===== src/design/sufc_pkg.sv =====
package sufc_pkg;

  // Item kinds on the request channel; code 3 does nothing
  typedef enum logic [1:0] {
    FUNC_TICK  = 2'd0,
    FUNC_WRITE = 2'd1,
    FUNC_READ  = 2'd2
  } func_t;

  typedef struct packed {
    logic [1:0]  func;
    logic [15:0] addr;
    logic [7:0]  data;
    logic [7:0]  float_bus;
  } sufc_req_t;

  typedef struct packed {
    logic [7:0] read_data;
    logic       irq;
    logic [3:0] pulse1_level;
    logic [3:0] pulse2_level;
  } sufc_rsp_t;

  // Register map
  localparam logic [15:0] ADDR_P1_CTRL  = 16'h4000;
  localparam logic [15:0] ADDR_P1_LOW   = 16'h4002;
  localparam logic [15:0] ADDR_P1_HIGH  = 16'h4003;
  localparam logic [15:0] ADDR_P2_CTRL  = 16'h4004;
  localparam logic [15:0] ADDR_P2_LOW   = 16'h4006;
  localparam logic [15:0] ADDR_P2_HIGH  = 16'h4007;
  localparam logic [15:0] ADDR_TRI_LEN  = 16'h400B;
  localparam logic [15:0] ADDR_NOI_LEN  = 16'h400F;
  localparam logic [15:0] ADDR_STATUS   = 16'h4015;
  localparam logic [15:0] ADDR_FRAME    = 16'h4017;

  // Frame sequencer step points
  localparam logic [14:0] FRAME_STEP1 = 15'd3729;
  localparam logic [14:0] FRAME_STEP2 = 15'd7457;
  localparam logic [14:0] FRAME_STEP3 = 15'd11186;
  localparam logic [14:0] FRAME_STEP4 = 15'd14915;
  localparam logic [14:0] FRAME_STEP5 = 15'd18641;

  localparam logic [3:0]  ENV_MAX   = 4'd15;
  localparam logic [10:0] TIMER_MIN = 11'd8;

  // Per-item control for one pulse channel
  typedef struct packed {
    logic       tick;
    logic       quarter;
    logic       wr_ctrl;
    logic       wr_low;
    logic       wr_high;
    logic       enable;
    logic       len_active;
    logic [7:0] data;
  } pulse_ctl_t;

  // Frame sequencer events for the item in hand
  typedef struct packed {
    logic quarter;
    logic half;
    logic irq;
  } frame_ev_t;

  function automatic logic [7:0] len_load(input logic [4:0] idx);
    logic [7:0] v;
    case (idx)
      5'd0:  v = 8'd10;   5'd1:  v = 8'd254;  5'd2:  v = 8'd20;   5'd3:  v = 8'd2;
      5'd4:  v = 8'd40;   5'd5:  v = 8'd4;    5'd6:  v = 8'd80;   5'd7:  v = 8'd6;
      5'd8:  v = 8'd160;  5'd9:  v = 8'd8;    5'd10: v = 8'd60;   5'd11: v = 8'd10;
      5'd12: v = 8'd14;   5'd13: v = 8'd12;   5'd14: v = 8'd26;   5'd15: v = 8'd14;
      5'd16: v = 8'd12;   5'd17: v = 8'd16;   5'd18: v = 8'd24;   5'd19: v = 8'd18;
      5'd20: v = 8'd48;   5'd21: v = 8'd20;   5'd22: v = 8'd96;   5'd23: v = 8'd22;
      5'd24: v = 8'd192;  5'd25: v = 8'd24;   5'd26: v = 8'd72;   5'd27: v = 8'd26;
      5'd28: v = 8'd16;   5'd29: v = 8'd28;   5'd30: v = 8'd32;   5'd31: v = 8'd30;
      default: v = 8'd0;
    endcase
    return v;
  endfunction

  function automatic logic [7:0] duty_wave(input logic [1:0] sel);
    logic [7:0] v;
    case (sel)
      2'd0:    v = 8'h02;
      2'd1:    v = 8'h06;
      2'd2:    v = 8'h1E;
      2'd3:    v = 8'hF9;
      default: v = 8'h00;
    endcase
    return v;
  endfunction

endpackage


===== src/design/sound_unit_pulse_frame_counter.sv =====
// Sound unit subset: two pulse channels, four length counters and the frame sequencer.
// Request channel (req_valid / req_stall / req): one item per transfer, either a clock
// tick, a register write or a status read; code 3 is ignored but still answered.
// Response channel (rsp_valid / rsp_stall / rsp): exactly one response per request,
// in order, carrying the status byte (reads only), the frame interrupt (ticks only)
// and both pulse levels as they stand after the item.
// A request that is taken lands in the input register, is processed as it moves into
// the response register and its response is presented from there on.
// Throughput: one item per cycle unless the response stalls; frame counter, envelopes,
// length counters and pulse timers all update in one pass between the two registers.
// A stalled response holds the response register; the input register still takes one
// more request, then req_stall rises until the response moves on.
// Reset (rst, synchronous) clears all counters, flags and pulse state to zero and
// empties both registers.
module sound_unit_pulse_frame_counter
  import sufc_pkg::*;
(
  input  logic      clk,
  input  logic      rst,
  input  logic      req_valid,
  output logic      req_stall,
  input  sufc_req_t req,
  output logic      rsp_valid,
  input  logic      rsp_stall,
  output sufc_rsp_t rsp
);

  logic       s1_valid;
  sufc_req_t  s1;
  logic       advance;
  logic       is_tick, is_wr, is_rd;
  logic       wr_frame, wr_enable;
  logic [3:0] wr_len;
  logic [7:0] len [4];
  logic [7:0] len_next [4];
  logic [3:0] len_nz;
  logic [4:0] enables, enables_next;
  logic [3:0] halt;
  logic       halt1, halt2;
  logic       pending;
  frame_ev_t  ev;
  pulse_ctl_t ctl1, ctl2;
  logic [3:0] level1, level2;
  sufc_rsp_t  rsp_next;

  // Handshake: input register feeds the response register
  assign advance   = s1_valid && (!rsp_valid || !rsp_stall);
  assign req_stall = s1_valid && !advance;

  always_ff @(posedge clk) begin
    if (rst) begin
      s1_valid  <= 1'b0;
      rsp_valid <= 1'b0;
    end else begin
      if (!req_stall) s1_valid <= req_valid;
      if (advance) rsp_valid <= 1'b1;
      else if (!rsp_stall) rsp_valid <= 1'b0;
    end
  end

  always_ff @(posedge clk) begin
    if (req_valid && !req_stall) s1 <= req;
    if (advance) rsp <= rsp_next;
  end

  // Item decode
  always_comb begin
    is_tick   = advance && (s1.func == FUNC_TICK);
    is_wr     = advance && (s1.func == FUNC_WRITE);
    is_rd     = advance && (s1.func == FUNC_READ);
    wr_frame  = is_wr && (s1.addr == ADDR_FRAME);
    wr_enable = is_wr && (s1.addr == ADDR_STATUS);
    wr_len    = {is_wr && (s1.addr == ADDR_NOI_LEN), is_wr && (s1.addr == ADDR_TRI_LEN),
                 is_wr && (s1.addr == ADDR_P2_HIGH), is_wr && (s1.addr == ADDR_P1_HIGH)};
  end

  sufc_frame u_frame (
    .clk     (clk),
    .rst     (rst),
    .tick    (is_tick),
    .wr      (wr_frame),
    .rd      (is_rd),
    .data    (s1.data),
    .ev      (ev),
    .pending (pending)
  );

  // Length counters and enable mask
  assign halt = {2'b00, halt2, halt1};

  always_comb begin
    enables_next = wr_enable ? s1.data[4:0] : enables;
    for (int c = 0; c < 4; c++) begin
      len_nz[c]   = (len[c] != 8'd0);
      len_next[c] = len[c];
      if (wr_len[c] && enables[c]) len_next[c] = len_load(s1.data[7:3]);
      if (wr_enable && !s1.data[c]) len_next[c] = 8'd0;
      if (ev.half && enables[c] && len_nz[c] && !halt[c]) len_next[c] = len[c] - 8'd1;
    end
  end

  always_ff @(posedge clk) begin
    if (rst) begin
      enables <= '0;
      for (int c = 0; c < 4; c++) len[c] <= '0;
    end else begin
      enables <= enables_next;
      for (int c = 0; c < 4; c++) len[c] <= len_next[c];
    end
  end

  // Pulse channels
  always_comb begin
    ctl1.tick       = is_tick;
    ctl1.quarter    = ev.quarter;
    ctl1.wr_ctrl    = is_wr && (s1.addr == ADDR_P1_CTRL);
    ctl1.wr_low     = is_wr && (s1.addr == ADDR_P1_LOW);
    ctl1.wr_high    = wr_len[0];
    ctl1.enable     = enables[0];
    ctl1.len_active = (len_next[0] != 8'd0);
    ctl1.data       = s1.data;
    ctl2.tick       = is_tick;
    ctl2.quarter    = ev.quarter;
    ctl2.wr_ctrl    = is_wr && (s1.addr == ADDR_P2_CTRL);
    ctl2.wr_low     = is_wr && (s1.addr == ADDR_P2_LOW);
    ctl2.wr_high    = wr_len[1];
    ctl2.enable     = enables[1];
    ctl2.len_active = (len_next[1] != 8'd0);
    ctl2.data       = s1.data;
  end

  sufc_pulse u_pulse1 (
    .clk        (clk),
    .rst        (rst),
    .ctl        (ctl1),
    .level_next (level1),
    .halt       (halt1)
  );

  sufc_pulse u_pulse2 (
    .clk        (clk),
    .rst        (rst),
    .ctl        (ctl2),
    .level_next (level2),
    .halt       (halt2)
  );

  // Response
  always_comb begin
    rsp_next.read_data    = is_rd ? {1'b0, pending, s1.float_bus[5], enables[4], len_nz}
                                  : 8'd0;
    rsp_next.irq          = is_tick && ev.irq;
    rsp_next.pulse1_level = level1;
    rsp_next.pulse2_level = level2;
  end

  a_disabled_empty: assert property (@(posedge clk) disable iff (rst)
    (len_nz & ~enables[3:0]) == 4'd0)
    else $error("length counter running on a disabled channel");

  a_free_when_empty: assert property (@(posedge clk) disable iff (rst)
    !rsp_valid |-> !req_stall)
    else $error("request stalled with the response register empty");

  a_rsp_held: assert property (@(posedge clk) disable iff (rst)
    (rsp_valid && rsp_stall) |=> (rsp_valid && $stable(rsp)))
    else $error("stalled response changed");

endmodule


===== src/design/sufc_frame.sv =====
module sufc_frame
  import sufc_pkg::*;
(
  input  logic       clk,
  input  logic       rst,
  input  logic       tick,
  input  logic       wr,
  input  logic       rd,
  input  logic [7:0] data,
  output frame_ev_t  ev,
  output logic       pending
);

  logic [14:0] count, count_next;
  logic        five, five_next;
  logic        inhibit, inhibit_next;
  logic        pending_next;
  logic [14:0] f;

  // State registers
  always_ff @(posedge clk) begin
    if (rst) begin
      count   <= '0;
      five    <= 1'b0;
      inhibit <= 1'b0;
      pending <= 1'b0;
    end else begin
      count   <= count_next;
      five    <= five_next;
      inhibit <= inhibit_next;
      pending <= pending_next;
    end
  end

  // Step decode and next state
  always_comb begin
    f            = count + 15'd1;
    count_next   = count;
    five_next    = five;
    inhibit_next = inhibit;
    pending_next = pending;
    ev           = '0;
    if (tick) begin
      ev.half    = (f == FRAME_STEP2) || (f == FRAME_STEP4);
      ev.quarter = ev.half || (f == FRAME_STEP1) || (f == FRAME_STEP3) ||
                   (five && (f == FRAME_STEP5));
      count_next = f;
      if (!five) begin
        if (f >= FRAME_STEP4) begin
          if (!inhibit) pending_next = 1'b1;
          count_next = '0;
        end
      end else if (f >= FRAME_STEP5) begin
        count_next = '0;
      end
      ev.irq = pending_next && !inhibit;
    end
    if (wr) begin
      five_next    = data[7];
      inhibit_next = data[6];
      if (data[6]) pending_next = 1'b0;
      count_next   = '0;
    end
    if (rd) pending_next = 1'b0;
  end

  a_count_range: assert property (@(posedge clk) disable iff (rst)
    count < FRAME_STEP5)
    else $error("frame count past the last step");

  a_inhibit_clears: assert property (@(posedge clk) disable iff (rst)
    inhibit |-> !pending)
    else $error("interrupt pending while inhibited");

  a_read_clears: assert property (@(posedge clk) disable iff (rst)
    rd |=> !pending)
    else $error("status read did not clear the interrupt");

endmodule


===== src/design/sufc_pulse.sv =====
module sufc_pulse
  import sufc_pkg::*;
(
  input  logic       clk,
  input  logic       rst,
  input  pulse_ctl_t ctl,
  output logic [3:0] level_next,
  output logic       halt
);

  logic [1:0]  duty, duty_next;
  logic        halt_next;
  logic        cvol, cvol_next;
  logic [3:0]  env_period, env_period_next;
  logic        env_start, env_start_next;
  logic [3:0]  decay, decay_next;
  logic [3:0]  divider, divider_next;
  logic [10:0] period, period_next;
  logic [10:0] count, count_next;
  logic [2:0]  step, step_next;
  logic [3:0]  level;
  logic [7:0]  wave;

  // Channel state
  always_ff @(posedge clk) begin
    if (rst) begin
      duty       <= '0;
      halt       <= 1'b0;
      cvol       <= 1'b0;
      env_period <= '0;
      env_start  <= 1'b0;
      decay      <= '0;
      divider    <= '0;
      period     <= '0;
      count      <= '0;
      step       <= '0;
      level      <= '0;
    end else begin
      duty       <= duty_next;
      halt       <= halt_next;
      cvol       <= cvol_next;
      env_period <= env_period_next;
      env_start  <= env_start_next;
      decay      <= decay_next;
      divider    <= divider_next;
      period     <= period_next;
      count      <= count_next;
      step       <= step_next;
      level      <= level_next;
    end
  end

  // Register writes, envelope, timer and level
  always_comb begin
    duty_next       = duty;
    halt_next       = halt;
    cvol_next       = cvol;
    env_period_next = env_period;
    env_start_next  = env_start;
    decay_next      = decay;
    divider_next    = divider;
    period_next     = period;
    count_next      = count;
    step_next       = step;
    level_next      = level;
    wave            = duty_wave(duty);

    if (ctl.wr_ctrl) begin
      duty_next       = ctl.data[7:6];
      halt_next       = ctl.data[5];
      cvol_next       = ctl.data[4];
      env_period_next = ctl.data[3:0];
    end
    if (ctl.wr_low) period_next[7:0] = ctl.data;
    if (ctl.wr_high) begin
      period_next[10:8] = ctl.data[2:0];
      step_next         = '0;
      env_start_next    = 1'b1;
    end

    if (ctl.tick) begin
      // envelope on a quarter-frame clock
      if (ctl.quarter) begin
        if (env_start) begin
          env_start_next = 1'b0;
          decay_next     = ENV_MAX;
          divider_next   = env_period;
        end else if (divider != 4'd0) begin
          divider_next = divider - 4'd1;
        end else begin
          divider_next = env_period;
          if (decay != 4'd0) decay_next = decay - 4'd1;
          else if (halt)     decay_next = ENV_MAX;
        end
      end
      // timer reload steps the duty sequence
      if (count == 11'd0) begin
        count_next = period;
        step_next  = step + 3'd1;
      end else begin
        count_next = count - 11'd1;
      end
      if (!ctl.enable || !ctl.len_active || (period < TIMER_MIN) || !wave[step_next]) begin
        level_next = '0;
      end else begin
        level_next = cvol ? env_period : decay_next;
      end
    end
  end

endmodule

===== config.mk =====
export PLATFORM = sky130hd
export DESIGN_NAME = sound_unit_pulse_frame_counter
export DESIGN_NICKNAME = d
export VERILOG_FILES = /design/src/design/sufc_pkg.sv /design/src/design/sound_unit_pulse_frame_counter.sv /design/src/design/sufc_frame.sv /design/src/design/sufc_pulse.sv
export SDC_FILE = /design/constraint.sdc
export NUM_CORES = 1
export LEC_CHECK = 0
export BUFFER_PORTS_ARGS = -buffer_cell sky130_fd_sc_hd__buf_4
export CAP_MARGIN = 20
export CORE_ASPECT_RATIO = 1.2
export CORE_MARGIN = 5
export CORE_UTILIZATION = 40
export DETAILED_ROUTE_END_ITERATION = 12
export PLACE_DENSITY = 0.52
export SETUP_SLACK_MARGIN = 0.3
export SLEW_MARGIN = 40
export SYNTH_ARGS = -nofsm -noshare
export SYNTH_HDL_FRONTEND = slang
export SYNTH_SLANG_ARGS = --single-unit
export TNS_END_PERCENT = 100

===== constraint.sdc =====
create_clock -name clk -period 9.3 [get_ports clk]
set_clock_uncertainty 0.05 [all_clocks]
set_input_delay 1.395 -clock clk [delete_from_list [all_inputs] [get_ports clk]]
set_output_delay 1.395 -clock clk [all_outputs]
set_load 0.02 [all_outputs]

==> run metrics, run 1 <==
post_cts resized 0; final cell count without fillers 1784; crit path DAT about 4600 ps; Psw 0.4755 mW; antenna viol nets, final 0; Post-Place Cells between 1500 and 2000; worst hold-check path type flop to flop; Post-CTS Setup Inserts 0; wire length of the first global-routing pass 50030 µm; clk buf depth 2; diode count 0; ys async rst share 0%; Post-synth EDFFs between 40 and 50; worst hold slack 420.4 ps; status complete, no violations; critical path startpoint category flop; Syn Area/Cell 8.222 µm²; Root Driver clkbuf_16; Post-DP Area 12030 µm²; Clock Sinks 199; die width around 160 µm; core area 28080 µm²; Worst Tran Pin Value about 810 ps; post-route cell area 12640 µm²; ys flop type dfxtp_1; YS warnings 0; Worst-Skew Late Latency 440 ps; setup TNS 0 ps; worst setup path class flop to flop; via count 9986; DRT Wirelength slightly above 30000 µm; post-synth net total 1459; CTS tree built; Worst VDD drop 0.1055 mV; Initial Util 40.73%; post-DP HPWL 21530 µm; Pwr per Cell Area 142.7 nW/µm²; sequential share of the synthesized area roughly two fifths; Syn Inst Count between 1000 and 1500; top cells by area, synth dfxtp_1 (27%), edfxtp_1 (11%), nor2_1 (6.0%), nand2_1 (5.1%), mux2i_1 (4.5%); max-slew violation count 0; CP Max Fanout 21; final hold violation count 0; average wire per cell in the routed design 17.21 µm; sequential power share 51.2%; port buffer count 48; vias per cell 5.598; Overflow after GRT 0; largest net degree at the start of global routing 80; overall power between 1.5 and 2 mW; post-synthesis cell area 11440 µm²; CP endpoint kind flop; Synth cell types 97; placer congestion estimate 0.8812; RSZ-0062 raised after global routing no; first drt pass iteration count 5; Final Cycle Share 48.58%; Synth Register Bits 199; # fillers 2805; final core occ 44.99%; leakage power figure roughly 4.5 nW; CTS Hold Bufs 0; Worst-path clk slew 80 ps; residual DRC count 0; die height 195.2 µm; maxcap violations 0; io pins 57; initial antenna violation count 0; Final WS setup 4782 ps; Setup-failing EPs final 0; cell accounting for the most synthesized area dfxtp_1; H-tree depth 4; TritonCTS buffer count 17; combinational power share 7.3%; Final min period 4518 ps; Crit path required time about 9400 ps; Int Power 1.328 mW; Max Fclk 0.2213 GHz; clock share of power 41.6%; GRT Total Usage 19.25%; share of cells above drive strength 1 11.25%; multi-input combinational cell area ~6500 µm²; switching share of power 26.36%; Place WS 4359 ps; commonest non-fill, non-tap cell in the layout nor2_1; Slew HR 45.68%; # rows 67; register area ~4400 µm²; most frequent cells in the layout nor2_1 (183), nand2_1 (156), dfxtp_1 (156); P&R area growth vs syn 10.48%; Die Area 32090 µm²; initial DRC count 757; vias in the first global route approximately 9500; Final nets about 1500; post-synth top area share 27.31%
[sequential cells by signal, summed over array words and instances, names as in the netlist, 4 cells and up, named ones only]
name and flops:
len 32, s1 19, rsp 16, u_frame.count 15, u_pulse1.count 11, u_pulse1.period 11, u_pulse2.count 11, u_pulse2.period 11
ctl1 8, enables 5, u_pulse1.decay 4, u_pulse1.divider 4, u_pulse1.env_period 4, u_pulse1.level 4, u_pulse2.decay 4, u_pulse2.divider 4
u_pulse2.env_period 4, u_pulse2.level 4
[final timing paths]
kind / slack (ps) / start / cells past startpoint / endpoint
setup / recovery: 4780 / u_frame.count[0]$_SDFFE_PP0P_ / 11 / rsp[2]$_DFFE_PP_
hold / removal: 420 / u_pulse1.period[9]$_SDFFE_PP0P_ / 2 / u_pulse1.period[9]$_SDFFE_PP0P_
setup reg to reg: 4780 / u_frame.count[0]$_SDFFE_PP0P_ / 11 / rsp[2]$_DFFE_PP_
hold reg to reg: 420 / u_pulse1.period[9]$_SDFFE_PP0P_ / 2 / u_pulse1.period[9]$_SDFFE_PP0P_
[kinds of logic (layout without fill, tap and decap cells)]
| family | after synthesis | count (layout) | synth area share, % |
|---|---|---|---|
| AND/OR/NAND/NOR | 628 | 628 | 27.92 |
| adder cells (fa/ha/maj) | 30 | 30 | 3.282 |
| multiplexers | 57 | 57 | 5.251 |
| XOR/XNOR | 30 | 30 | 2.297 |
| buffers and inverters | 133 | 147 | 4.945 |
| AO/OA/AOI/OAI | 313 | 313 | 17.68 |
| flip-flops | 199 | 199 | 38.60 |
| other | 1 | 1 | 0.03279 |
[power groups by stage]
stage | registers [mW] | clock network [mW] | logic, mW
finish | 0.923 | 0.750 | 0.131
detailed placement | 0.943 | 0 | 0.131
global route | 0.926 | 0.808 | 0.147
floorplan | 0.934 | 0 | 0.0851
global placement | 0.943 | 0 | 0.131
CTS | 0.923 | 0.774 | 0.132
[routing by layer]
metal | up-vias | GRT usage, % | share of wire (%)
li1 | 5013 | - | -
met1 | 4712 | 24.72 | 45
met2 | 215 | 32.61 | 49
met3 | 46 | 3.248 | 3.8
met4 | 0 | 6.557 | 2.5
met5 | - | 0 | 0
[critical path, stage by stage, from the launching register on]
cell     delay [ps]
dfxtp_1         630
ha_1            500
and4_2          390
nand4_1         130
xnor2_1         200
nor4_1          650
a32o_1          220
buf_4           290
nand2_1         310
mux2_2          410
o21ai_2         310
o21ai_0         150
[cells in the mapped netlist, types with 10 or more instances]
cell type  number
nor2_1        183
dfxtp_1       156
nand2_1       156
a21oi_1        95
o21ai_0        77
nor3_1         65
inv_1          55
clkbuf_1       54
mux2i_1        51
edfxtp_1       43
nand3_1        35
ha_1           30
nor4_1         30
or3_1          21
a31oi_1        19
xnor2_1        18
a211oi_1       15
nand2b_1       14
nand3b_1       13
nor3b_1        12
o22ai_1        12
xor2_1         12
buf_2          11
and2_1         10
and3_1         10
[layout make-up]
class                      instances  share of cell area (%)
inverter                          55                   1.634
tap                              379                   3.753
sequential                       199                   34.93
clock buffer                      17                   3.367
multi-input combinational       1059                   51.47
timing repair buffer              60                   3.594
clock inverter                    15                   1.248
Power figures use the tool's default switching activity.
==> run 2, diff against run 1 <==
--- a/config.mk
+++ b/config.mk
@@ -11,7 +11,7 @@
 export CORE_MARGIN = 5
 export CORE_UTILIZATION = 40
 export DETAILED_ROUTE_END_ITERATION = 12
-export PLACE_DENSITY = 0.52
+export PLACE_DENSITY = 0.54
 export SETUP_SLACK_MARGIN = 0.3
 export SLEW_MARGIN = 40
 export SYNTH_ARGS = -nofsm -noshare
==> constraint.sdc (replaced) <==
create_clock -name clk -period 4.1 [get_ports clk]
set_clock_uncertainty 0.05 [all_clocks]
set_input_delay 0.615 -clock clk [delete_from_list [all_inputs] [get_ports clk]]
set_output_delay 0.615 -clock clk [all_outputs]
set_load 0.02 [all_outputs]
==> run 2 against run 1 <==
  * Combinational power is 130% higher
  * Sequential share of layout area decreased by 0.65 points
  * Count of clock-buffer cells in the layout up 1
  * Via count increased by 1.8%
  * Global-route usage grew 0.27 points
  * Clock power is 120% higher
  * Flip-flop and latch count is the same
  * Sequential power grew 130%
  * Routed wire length up 1.2%
==> run metrics, run 2 (same netlist as run 1, synthesis figures left out) <==
worst-path cell with the longest stage delay a222oi_1; initial antenna violation count 0 (unchanged); maxcap violations 0 (unchanged); commonest non-fill, non-tap cell in the layout nor2_1; Setup-failing EPs final 0 (unchanged); Crit path required time 4330 ps (-5100 ps); most frequent cells in the layout nor2_1 (183), nand2_1 (156), dfxtp_1 (155); H-tree depth 4 (unchanged); Worst Tran Pin Value 793.2 ps (-14.89 ps); setup TNS 0 ps (unchanged); leakage power figure 4.674 nW (+3.5%); critical path startpoint category flop; via count 10170 (+1.8%); worst hold-check path type input pin to flop; antenna viol nets, final 0 (unchanged); Initial Util 40.73% (unchanged); met2 usage 33.78% (+1.2 points); core area 28080 µm² (unchanged); share of cells above drive strength 1 13.35% (+2.1 points); post-DP HPWL 22200 µm (+3.1%); first drt pass iteration count 5 (unchanged); overall power 4.027 mW (+120%); Clock Sinks 199 (unchanged); CTS tree built; port buffer count 48 (unchanged); largest net degree at the start of global routing 85 (+6.3%); Max Fclk 0.2826 GHz (+28%); die height 195.2 µm (unchanged); TritonCTS buffer count 17 (unchanged); Die Area 32090 µm² (unchanged); Worst VDD drop 0.2215 mV (+110%); # rows 67 (unchanged); Slew HR 47.01% (+1.3 points); worst hold slack 294.2 ps (-126.2 ps); Most Crowded Layer GR met2; CP Max Fanout 10 (-52%); crit path DAT 3770 ps (-870 ps); RSZ-0062 raised after global routing yes; Final WS setup 561.5 ps (-4220 ps); wire length of the first global-routing pass 50740 µm (+1.4%); met3 Track Usage GR 2.594% (-0.65 points); io pins 57 (unchanged); diode count 0 (unchanged); Largest stage delay, worst path 570 ps (-80 ps); CP endpoint kind flop; reg2reg setup slack 560 ps (-4220 ps); Pwr per Cell Area 312.8 nW/µm² (+120%); worst setup path class flop to flop; Root Driver clkbuf_16; vias in the first global route 9711 (+1.9%); Worst-path clk slew 80 ps (about the same); Place WS 308.7 ps (-4050 ps); clk buf depth 2 (unchanged); Final nets 1493 (+2.3%); P&R area growth vs syn 12.59%; Final min period 3539 ps (-979.6 ps); GRT Total Usage 19.51% (+0.27 points); max FFs per register 32 (unchanged); max-slew violation count 0 (unchanged); vias per cell 5.594 (about the same); average wire per cell in the routed design 17.11 µm (-0.60%); residual DRC count 0 (unchanged); # fillers 2825 (+0.71%); DRT Wirelength 31080 µm (+1.2%); die width 164.4 µm (unchanged); Final Cycle Share 86.31% (+38 points); met1 Track Usage GR 25.14% (+0.43 points); final hold violation count 0 (unchanged); worst path cell trace ha_2, and4_2, nand4_1, xnor2_1, nor3_1, buf_4, a32o_1, a222oi_1, and4bb_1, o31a_1, o22ai_1; Largest regs len: 32 flops, s1: 19 flops, rsp: 16 flops; status complete, no violations; placer congestion estimate 0.8964 (+1.7%); largest register by flop count len; initial DRC count 711 (-6.1%); Worst-Skew Late Latency 440 ps (about the same); Overflow after GRT 0 (unchanged)
==> run 2: cell types whose count changed in the layout (fill, tap and decap cells not counted), moves of 2 or more <==
cell,before,now
nor4b_1,8,6
nor4b_2,0,2
nor3_1,62,64
inv_4,0,3
buf_4,59,91
inv_6,5,2
inv_1,54,56
==> run 2: final cells by class <==
class	count	area, µm²	share of cell area (%)
inverter	55	206.4	1.603
tap	379	474.2	3.682
sequential	199	4415	34.29
multi-input combinational	1059	6513	50.57
timing repair buffer	93	714.4	5.548
clock inverter	14	115.1	0.8939
clock buffer	18	439.2	3.410
==> run 2: report_power, final <==
part / switching (mW) / internal [mW] / total [mW] / leakage (nW)
combinational: 0.189 / 0.112 / 0.301 / 2.73
clock: 0.822 / 0.812 / 1.63 / 0.275
sequential: 0.0541 / 2.04 / 2.09 / 1.67
==> run 2: routing by layer <==
layer	part of all wire (%)	wire, µm
met1	45	13930
met2	50	15410
met3	3.2	982
met4	2.4	758
met5	0	0
==> run 2: stage by stage <==
| step | util [%] | instance area, µm² | std cells |
|---|---|---|---|
| after floorplan | - | 11440 | 1391 |
| after global placement | 43.68 | 12270 | 1784 |
| after detailed placement | 43.73 | 12280 | 1784 |
| after CTS | 45.70 | 12830 | 1816 |
| after global routing | 45.85 | 12880 | 1817 |
| final | 45.85 | 12880 | 1817 |
==> run 2: what timing repair did <==
item                                    in CTS  in global routing
buffers inserted                             0                  1
resized for setup                            0                  7
hold buffers                                 0                  0
hold endpoints to repair                     0                  0
endpoints found under the setup margin       0                 53
==> run 2: critical path, delay by kind of cell, from the launching register on <==
kind / cells / cell delay (ps)
and+or+nand+nor: 4 / 920
buffers and inverters: 1 / 160
adders and majority gates: 1 / 340
DFF: 1 / 430
xor gates and xnor gates: 1 / 270
AOI/OAI and AO/OA: 4 / 1210
==> run 2: final timing paths <==
| check | end | cells past startpoint | startpoint |
|---|---|---|---|
| max | rsp[7]$_DFFE_PP_ | 11 | u_frame.count[0]$_SDFFE_PP0P_ |
| min | s1[28]$_DFFE_PP_ | 1 | req[28] |
| max reg2reg | rsp[7]$_DFFE_PP_ | 11 | u_frame.count[0]$_SDFFE_PP0P_ |
| min reg2reg | u_pulse2.count[1]$_SDFFE_PP0P_ | 2 | u_pulse2.count[1]$_SDFFE_PP0P_ |
